**src/sv/spq_pkg.sv**
```systemverilog
// shared constants, codes and types of the sorted priority queue
// used by spq_cell, sorted_priority_queue_core, spq_checker and the testbench; no dependencies
package spq_pkg;

  localparam int CAPACITY   = 16;
  localparam int CNT_W      = $clog2(CAPACITY + 1);
  localparam int VALUE_W    = 32;
  localparam int RANK_W     = 16;
  localparam int OCC_W      = 5;
  localparam int ST_W       = 2;
  localparam int IN_DATA_W  = 48;
  localparam int OUT_DATA_W = 40;

  localparam logic CMD_ENQ = 1'b0;
  localparam logic CMD_DEQ = 1'b1;

  localparam logic [ST_W-1:0] ST_OK    = 2'd0;
  localparam logic [ST_W-1:0] ST_EMPTY = 2'd1;
  localparam logic [ST_W-1:0] ST_FULL  = 2'd2;

  typedef struct packed {
    logic [RANK_W-1:0]  rank;
    logic [VALUE_W-1:0] value;
  } spq_entry_t;

  // broadcast from the top level to every cell
  typedef struct packed {
    logic              shift_in;   // enqueue transfer into a queue that is not full
    logic              shift_out;  // dequeue transfer from a queue that is not empty
    spq_entry_t        new_entry;
    logic [CNT_W-1:0]  count;
  } spq_ctl_t;

endpackage

```
**src/sv/spq_cell.sv**
```systemverilog
// one slot of the sorted chain: holds an entry, compares it against a new rank
// and trades entries with its neighbors; depends on spq_pkg
module spq_cell (
  input  logic                              clk,
  input  spq_pkg::spq_ctl_t                 ctl,
  input  logic [spq_pkg::CNT_W-1:0]         cell_idx,
  input  spq_pkg::spq_entry_t               left_entry,
  input  logic                              left_bigger,
  input  spq_pkg::spq_entry_t               right_entry,
  output spq_pkg::spq_entry_t               entry,
  output logic                              bigger
);

  spq_pkg::spq_entry_t entry_r;
  spq_pkg::spq_entry_t entry_nxt;
  logic                occupied;
  logic                at_end;

  assign occupied = cell_idx < ctl.count;
  assign at_end   = cell_idx == ctl.count;
  // held rank strictly above the new one: this slot moves right
  assign bigger   = occupied && ($signed(entry_r.rank) > $signed(ctl.new_entry.rank));
  assign entry    = entry_r;

  always_comb begin
    entry_nxt = entry_r;
    if (ctl.shift_in && (bigger || at_end)) begin
      entry_nxt = left_bigger ? left_entry : ctl.new_entry;
    end else if (ctl.shift_out) begin
      entry_nxt = right_entry;
    end
  end

  always_ff @(posedge clk) begin
    entry_r <= entry_nxt;
  end

endmodule

```
**src/sv/sorted_priority_queue_core.sv**
```systemverilog
// top level of the sorted priority queue: control, count and result register
// around a chain of spq_cell slots; depends on spq_pkg and spq_cell
//
// usage
//   input stream: in_tuser carries the command (enqueue or dequeue), in_tdata
//   the data value and the rank of the entry. a transfer is one command.
//   result stream: one transfer per command, with the dequeued value (-1 on an
//   empty queue, 0 for every enqueue), the status in out_tuser and the entry
//   count after the command.
//   entries are kept sorted, smallest rank at slot 0; equal ranks leave in
//   arrival order. an enqueue into a full queue is dropped with full status.
// timing
//   the result is registered and appears on out_* in the cycle after the
//   input transfer. one command per cycle is sustained while out_tready is
//   high: every slot does a single rank compare against its own entry and
//   moves by one place, so the chain update does not depend on the fill level.
// reset and stalls
//   rst_n (synchronous) empties the queue and drops a pending result.
//   a stalled receiver holds the result register; in_tready then stays low
//   until the result is taken, and it rises in the same cycle as out_tready.
module sorted_priority_queue_core (
  input  logic                               clk,
  input  logic                               rst_n,
  // input stream
  input  logic                               in_tvalid,
  output logic                               in_tready,
  input  logic [spq_pkg::IN_DATA_W-1:0]      in_tdata,   // item_value [31:0], item_rank [47:32]
  input  logic                               in_tuser,   // command [0]
  // result stream
  output logic                               out_tvalid,
  input  logic                               out_tready,
  output logic [spq_pkg::OUT_DATA_W-1:0]     out_tdata,  // out_value [31:0], occupancy [36:32], zero pad
  output logic [spq_pkg::ST_W-1:0]           out_tuser   // status [1:0]
);

  localparam int N = spq_pkg::CAPACITY;

  logic                              accept;
  logic                              is_enq;
  logic                              full;
  logic                              empty;
  logic [spq_pkg::CNT_W-1:0]         count_r;
  logic [spq_pkg::CNT_W-1:0]         count_nxt;
  logic                              out_tvalid_r;
  logic [spq_pkg::VALUE_W-1:0]       out_value_r;
  logic [spq_pkg::VALUE_W-1:0]       out_value_nxt;
  logic [spq_pkg::ST_W-1:0]          out_status_r;
  logic [spq_pkg::ST_W-1:0]          out_status_nxt;
  logic [spq_pkg::OCC_W-1:0]         out_occ_r;
  spq_pkg::spq_ctl_t                 ctl;
  spq_pkg::spq_entry_t               cell_entry  [N];
  logic                              cell_bigger [N];

  // result register parts the two sides; refill while it drains
  assign in_tready = !out_tvalid_r || out_tready;
  assign accept    = in_tvalid && in_tready;
  assign is_enq    = in_tuser == spq_pkg::CMD_ENQ;
  assign full      = count_r == spq_pkg::CNT_W'(N);
  assign empty     = count_r == '0;

  // command broadcast to the chain
  assign ctl.shift_in        = accept && is_enq && !full;
  assign ctl.shift_out       = accept && !is_enq && !empty;
  assign ctl.new_entry.value = in_tdata[spq_pkg::VALUE_W-1:0];
  assign ctl.new_entry.rank  = in_tdata[spq_pkg::VALUE_W +: spq_pkg::RANK_W];
  assign ctl.count           = count_r;

  always_comb begin
    count_nxt      = count_r;
    out_value_nxt  = '0;
    out_status_nxt = spq_pkg::ST_OK;
    if (is_enq) begin
      if (full) begin
        out_status_nxt = spq_pkg::ST_FULL;
      end else begin
        count_nxt = count_r + spq_pkg::CNT_W'(1);
      end
    end else begin
      if (empty) begin
        out_status_nxt = spq_pkg::ST_EMPTY;
        out_value_nxt  = '1;
      end else begin
        // head of the queue always sits in slot 0
        out_value_nxt = cell_entry[0].value;
        count_nxt     = count_r - spq_pkg::CNT_W'(1);
      end
    end
  end

  // control state
  always_ff @(posedge clk) begin
    if (!rst_n) begin
      count_r      <= '0;
      out_tvalid_r <= 1'b0;
    end else begin
      if (accept) begin
        count_r <= count_nxt;
      end
      if (accept) begin
        out_tvalid_r <= 1'b1;
      end else if (out_tready) begin
        out_tvalid_r <= 1'b0;
      end
    end
  end

  // result payload
  always_ff @(posedge clk) begin
    if (accept) begin
      out_value_r  <= out_value_nxt;
      out_status_r <= out_status_nxt;
      out_occ_r    <= spq_pkg::OCC_W'(count_nxt);
    end
  end

  // chain of slots, slot 0 at the front
  for (genvar i = 0; i < N; i++) begin : g_cell
    spq_pkg::spq_entry_t left_entry;
    logic                left_bigger;
    spq_pkg::spq_entry_t right_entry;

    if (i == 0) begin : g_first
      assign left_entry  = '0;
      assign left_bigger = 1'b0;
    end else begin : g_inner
      assign left_entry  = cell_entry[i-1];
      assign left_bigger = cell_bigger[i-1];
    end

    if (i == N - 1) begin : g_last
      assign right_entry = '0;
    end else begin : g_body
      assign right_entry = cell_entry[i+1];
    end

    spq_cell u_cell (
      .clk         (clk),
      .ctl         (ctl),
      .cell_idx    (spq_pkg::CNT_W'(i)),
      .left_entry  (left_entry),
      .left_bigger (left_bigger),
      .right_entry (right_entry),
      .entry       (cell_entry[i]),
      .bigger      (cell_bigger[i])
    );
  end

  assign out_tvalid = out_tvalid_r;
  assign out_tdata  = {{(spq_pkg::OUT_DATA_W - spq_pkg::VALUE_W - spq_pkg::OCC_W){1'b0}},
                       out_occ_r, out_value_r};
  assign out_tuser  = out_status_r;

endmodule

```
**config.mk**
```make
export PLATFORM = sky130hd
export DESIGN_NAME = sorted_priority_queue_core
export DESIGN_NICKNAME = d
export VERILOG_FILES = /design/src/sv/spq_pkg.sv /design/src/sv/spq_cell.sv /design/src/sv/sorted_priority_queue_core.sv
export SDC_FILE = /design/constraint.sdc
export NUM_CORES = 2
export LEC_CHECK = 0
export BUFFER_PORTS_ARGS = -buffer_cell sky130_fd_sc_hd__buf_2
export CAP_MARGIN = 10
export CORE_AREA = 10 10 352 320
export CTS_BUF_LIST = sky130_fd_sc_hd__clkbuf_8
export DETAILED_ROUTE_END_ITERATION = 10
export DIE_AREA = 0 0 362 330
export PLACE_DENSITY_LB_ADDON = 0.1
export SYNTH_ARGS = -nofsm -noshare
export SYNTH_HDL_FRONTEND = slang
export SYNTH_SLANG_ARGS = --single-unit
```
**constraint.sdc**
```tcl
create_clock -name clk -period 6 [get_ports clk]
set_input_delay 0.3 -clock clk [delete_from_list [all_inputs] [get_ports clk]]
set_output_delay 0.3 -clock clk [all_outputs]
set_load 0.05 [all_outputs]
```
==> results by group <==
Die
  – DIE AREA: 119,000 um^2
  – Die Span Y: 330 um
  – IO Count: 97
  – Core area: 105,000 um^2
  – Die X: 362 um
  – Rows: 113
  – Starting Density: 44.6%

STA
  – RSZ-0062 raised after global routing: no
  – Fin crit period: 4630 ps
  – Clk_skew: 41.8 ps
  – Fmax: 0.216 GHz
  – Tcrit/Tclk final: 77.1%
  – Final setup vio count: 0
  – Setup TNS: 0 ps
  – Final Hold Fails: 0
  – Worst relative slew slack: 19.7%
  – Hold Slack: 57.7 ps
  – Least-Margin Pin Slew: 1200 ps
  – Slew Viols, Final: 0

Pwr
  – Leak Pwr: 20.3 nW
  – Int Pwr: 11.1 mW
  – Clock power frac: 30.1%
  – NetSw: 5.47 mW
  – Logic pwr share: 24.6%
  – Pwr Density: 316 nW/um^2
  – Sequential group share of total power: 45.3%
  – Switching Fraction: 33.1%
  – VDD IR max: 0.243 mV

Placement
  – Detail Placement HPWL: 96.4 mm
  – Area after DPL: 49,200 um^2
  – Placer Congestion: 0.901
  – Placed cell count: 5,269
  – PortBufs: 93

Yosys
  – Most instantiated cells after synthesis: edfxtp_1 (807), mux2i_1 (518), mux2_2 (402)
  – Multiplexer share of the synthesized area: 20.9%
  – Compound-cell area share of the yosys netlist: 9.44%
  – Cells after Synth: 3,983
  – Cell Area, Synth: 46,900 um^2
  – Post-synthesis xor/xnor area fraction: 0.0561%
  – Post-Synth Adder-Cell Area: 6.97%
  – Synth top area cells: edfxtp_1 (52%), mux2i_1 (11%), mux2_2 (9.7%)
  – Post-synthesis sequential area ratio: 52.0%
  – Share of the synthesized area in the top cell type: 51.7%
  – Post-synth EDFFs: 807
  – Simple-gate share of the synthesized area: 7.64%
  – Syn Area/Cell: 11.8 um^2
  – Largest family of logic cells by synthesized area: multiplexers
  – Synth Flop Type: edfxtp_1
  – Dominant cell type by area after synthesis: edfxtp_1
  – Yosys reg bits: 813
  – Ys async rst share: 0%
  – Most frequent cell after synthesis: edfxtp_1
  – Ys Warns: 0
  – Number of distinct library cells after synthesis: 64

Worst setup path
  – Crit path capture type: register
  – CP arrival: 5210 ps
  – Critical Path End: g_cell[13].u_cell.entry[12]
  – RR Startpoint: count_r[1]
  – Reg-to-Reg End: g_cell[6].u_cell.entry[13]
  – FF-to-FF path depth: 9
  – Reg2Reg Setup Slack: 1550 ps
  – CP Max Fanout: 22
  – Startpoint type of the worst setup path: input pin
  – Required time worst endpoint: 6580 ps
  – Setup crit start: in_tdata[33]
  – Critical path type: in2reg

Finish
  – Fin cells: 5,568
  – Final instance area: 52,300 um^2
  – # nets final: 4,391
  – Area grow syn2layout: 11.5%
  – Share of cells above drive strength 1: 19.5%

Detailed routing
  – Antenna Violating Nets Remaining: 0
  – Routed vias/inst: 6.08
  – Vias: 33,800
  – DRC errors left: 0
  – First drt pass iteration count: 7
  – Iteration-0 DRC Markers: 3,583
  – Drt wl/cell: 28.4 um
  – Routed wire length: 158 mm

Clock tree
  – Clock Tree Root: clkbuf_8
  – Clk slew on worst S/H paths: 60 ps
  – CTS Sinks: 813
  – Clk Latency, worst-skew pair: 860 ps
  – Clock Path Buffers: 3
  – CTS tree: yes
  – H-tree depth: 4
  – Num CTS Buffers: 147
  – Post CTS Setup Buffer Count: 0

Run status
  – Outcome: finished clean

Min path
  – Hold WC Path Type: in2reg

Global route
  – Global route total overflow: 0
  – Largest net degree at the start of global routing: 97
  – Initial antenna violation count: 6
  – First-pass GRT wire length: 230 mm
  – Total global-route track usage: 26.0%
  – Vias in the first global route: 32,900

Job
  – Max-cap violations: 0
critical path, cell delays in order:
cell and delay, ps:
dlygate4sd3_1 550, buf_2 370, inv_1 490, ha_1 450, nor2b_1 130, o211ai_1 460, a21boi_0 260, or4_1 520
o311ai_4 490, buf_4 490, mux2_2 390, mux2_2 250
per-stage QoR:
stage	power (mW)	util (%)	worst slack, ps
after floorplan	10.1	-	1690
after global placement	11.5	46.8	1270
after detailed placement	11.6	46.8	1240
after CTS	16.6	49.7	1550
after global routing	17.2	49.7	1250
final	16.5	49.7	1370
logic make-up (layout without fill, tap and decap cells):
group | after synthesis | in the layout
mux | 928 | 928
simple gates | 838 | 838
flops | 813 | 813
buf+inv | 336 | 535
fa+ha+maj | 261 | 261
other cells | 1 | 7
xor+xnor | 3 | 3
compound gates | 803 | 803
worst min path at each step:
stage | from | endpoint | slack, ps | cells past startpoint
global route | in_tdata[45] | g_cell[15].u_cell.entry[45] | 70 | 3
global placement | out_tvalid | out_tvalid | 520 | 2
detailed placement | g_cell[6].u_cell.entry[14] | g_cell[5].u_cell.entry[14] | 540 | 2
finish | in_tdata[42] | g_cell[15].u_cell.entry[42] | 60 | 3
CTS | in_tdata[42] | g_cell[15].u_cell.entry[42] | 0.1 | 3
floorplan | rst_n | count_r[0] | 420 | 1
flip-flops by register name, summed over array words and instances (netlist names):
name,cells
g_cell.u_cell.entry,768
out_tvalid,1
count_r,5
out_occ_r,5
out_value_r,32
out_tuser,2
power by group through the flow:
stage,Sequential [mW],Combinational [mW],Clock (mW)
finish,7.50,4.06,4.98
global route,7.56,4.34,5.33
CTS,7.49,4.01,5.07
detailed placement,7.60,3.98,0
global placement,7.60,3.94,0
floorplan,7.55,2.50,0
routing by layer:
metal | track usage, % | part of all wire (%)
met1 | 39.2 | 47
met2 | 37.2 | 42
met3 | 4.91 | 8.3
met4 | 7.86 | 2.6
met5 | 0 | 0.017
placed cells by master, fill, tap and decap left out, types with 13 or more instances in the layout:
cell type      netlist  final
edfxtp_1           807    807
mux2i_1            518    517
mux2_2             402    402
a21oi_1            373    366
nand2_1            341    331
nor2_1             316    316
ha_1               261    261
o21ai_0            257    257
clkbuf_8             0    155
inv_1               53    108
buf_2               67     93
buf_4                9     70
nand4_1             49     49
dlygate4sd3_1        0     39
nand3_1             39     38
o21a_1              39     38
a21o_1              32     30
o21ai_1             35     29
clkinv_1             0     26
buf_12               0     24
nor2b_1             16     16
o211ai_1            13     13
final cells by class:
type                       count  area, um^2
fill                        9453       52800
sequential                   813       24400
multi-input combinational   2836       21400
clock buffer                 155        2130
timing repair buffer         226        1860
tap                         1380        1730
clock inverter               101         517
inverter                      53         199
antenna                        4        10.0
timing repair:
action	CTS	global route
hold buffers	39	0
endpoints found under the hold margin	93	0
gates resized for setup	0	0
Note: power is estimated with default switching activity, not from simulation.
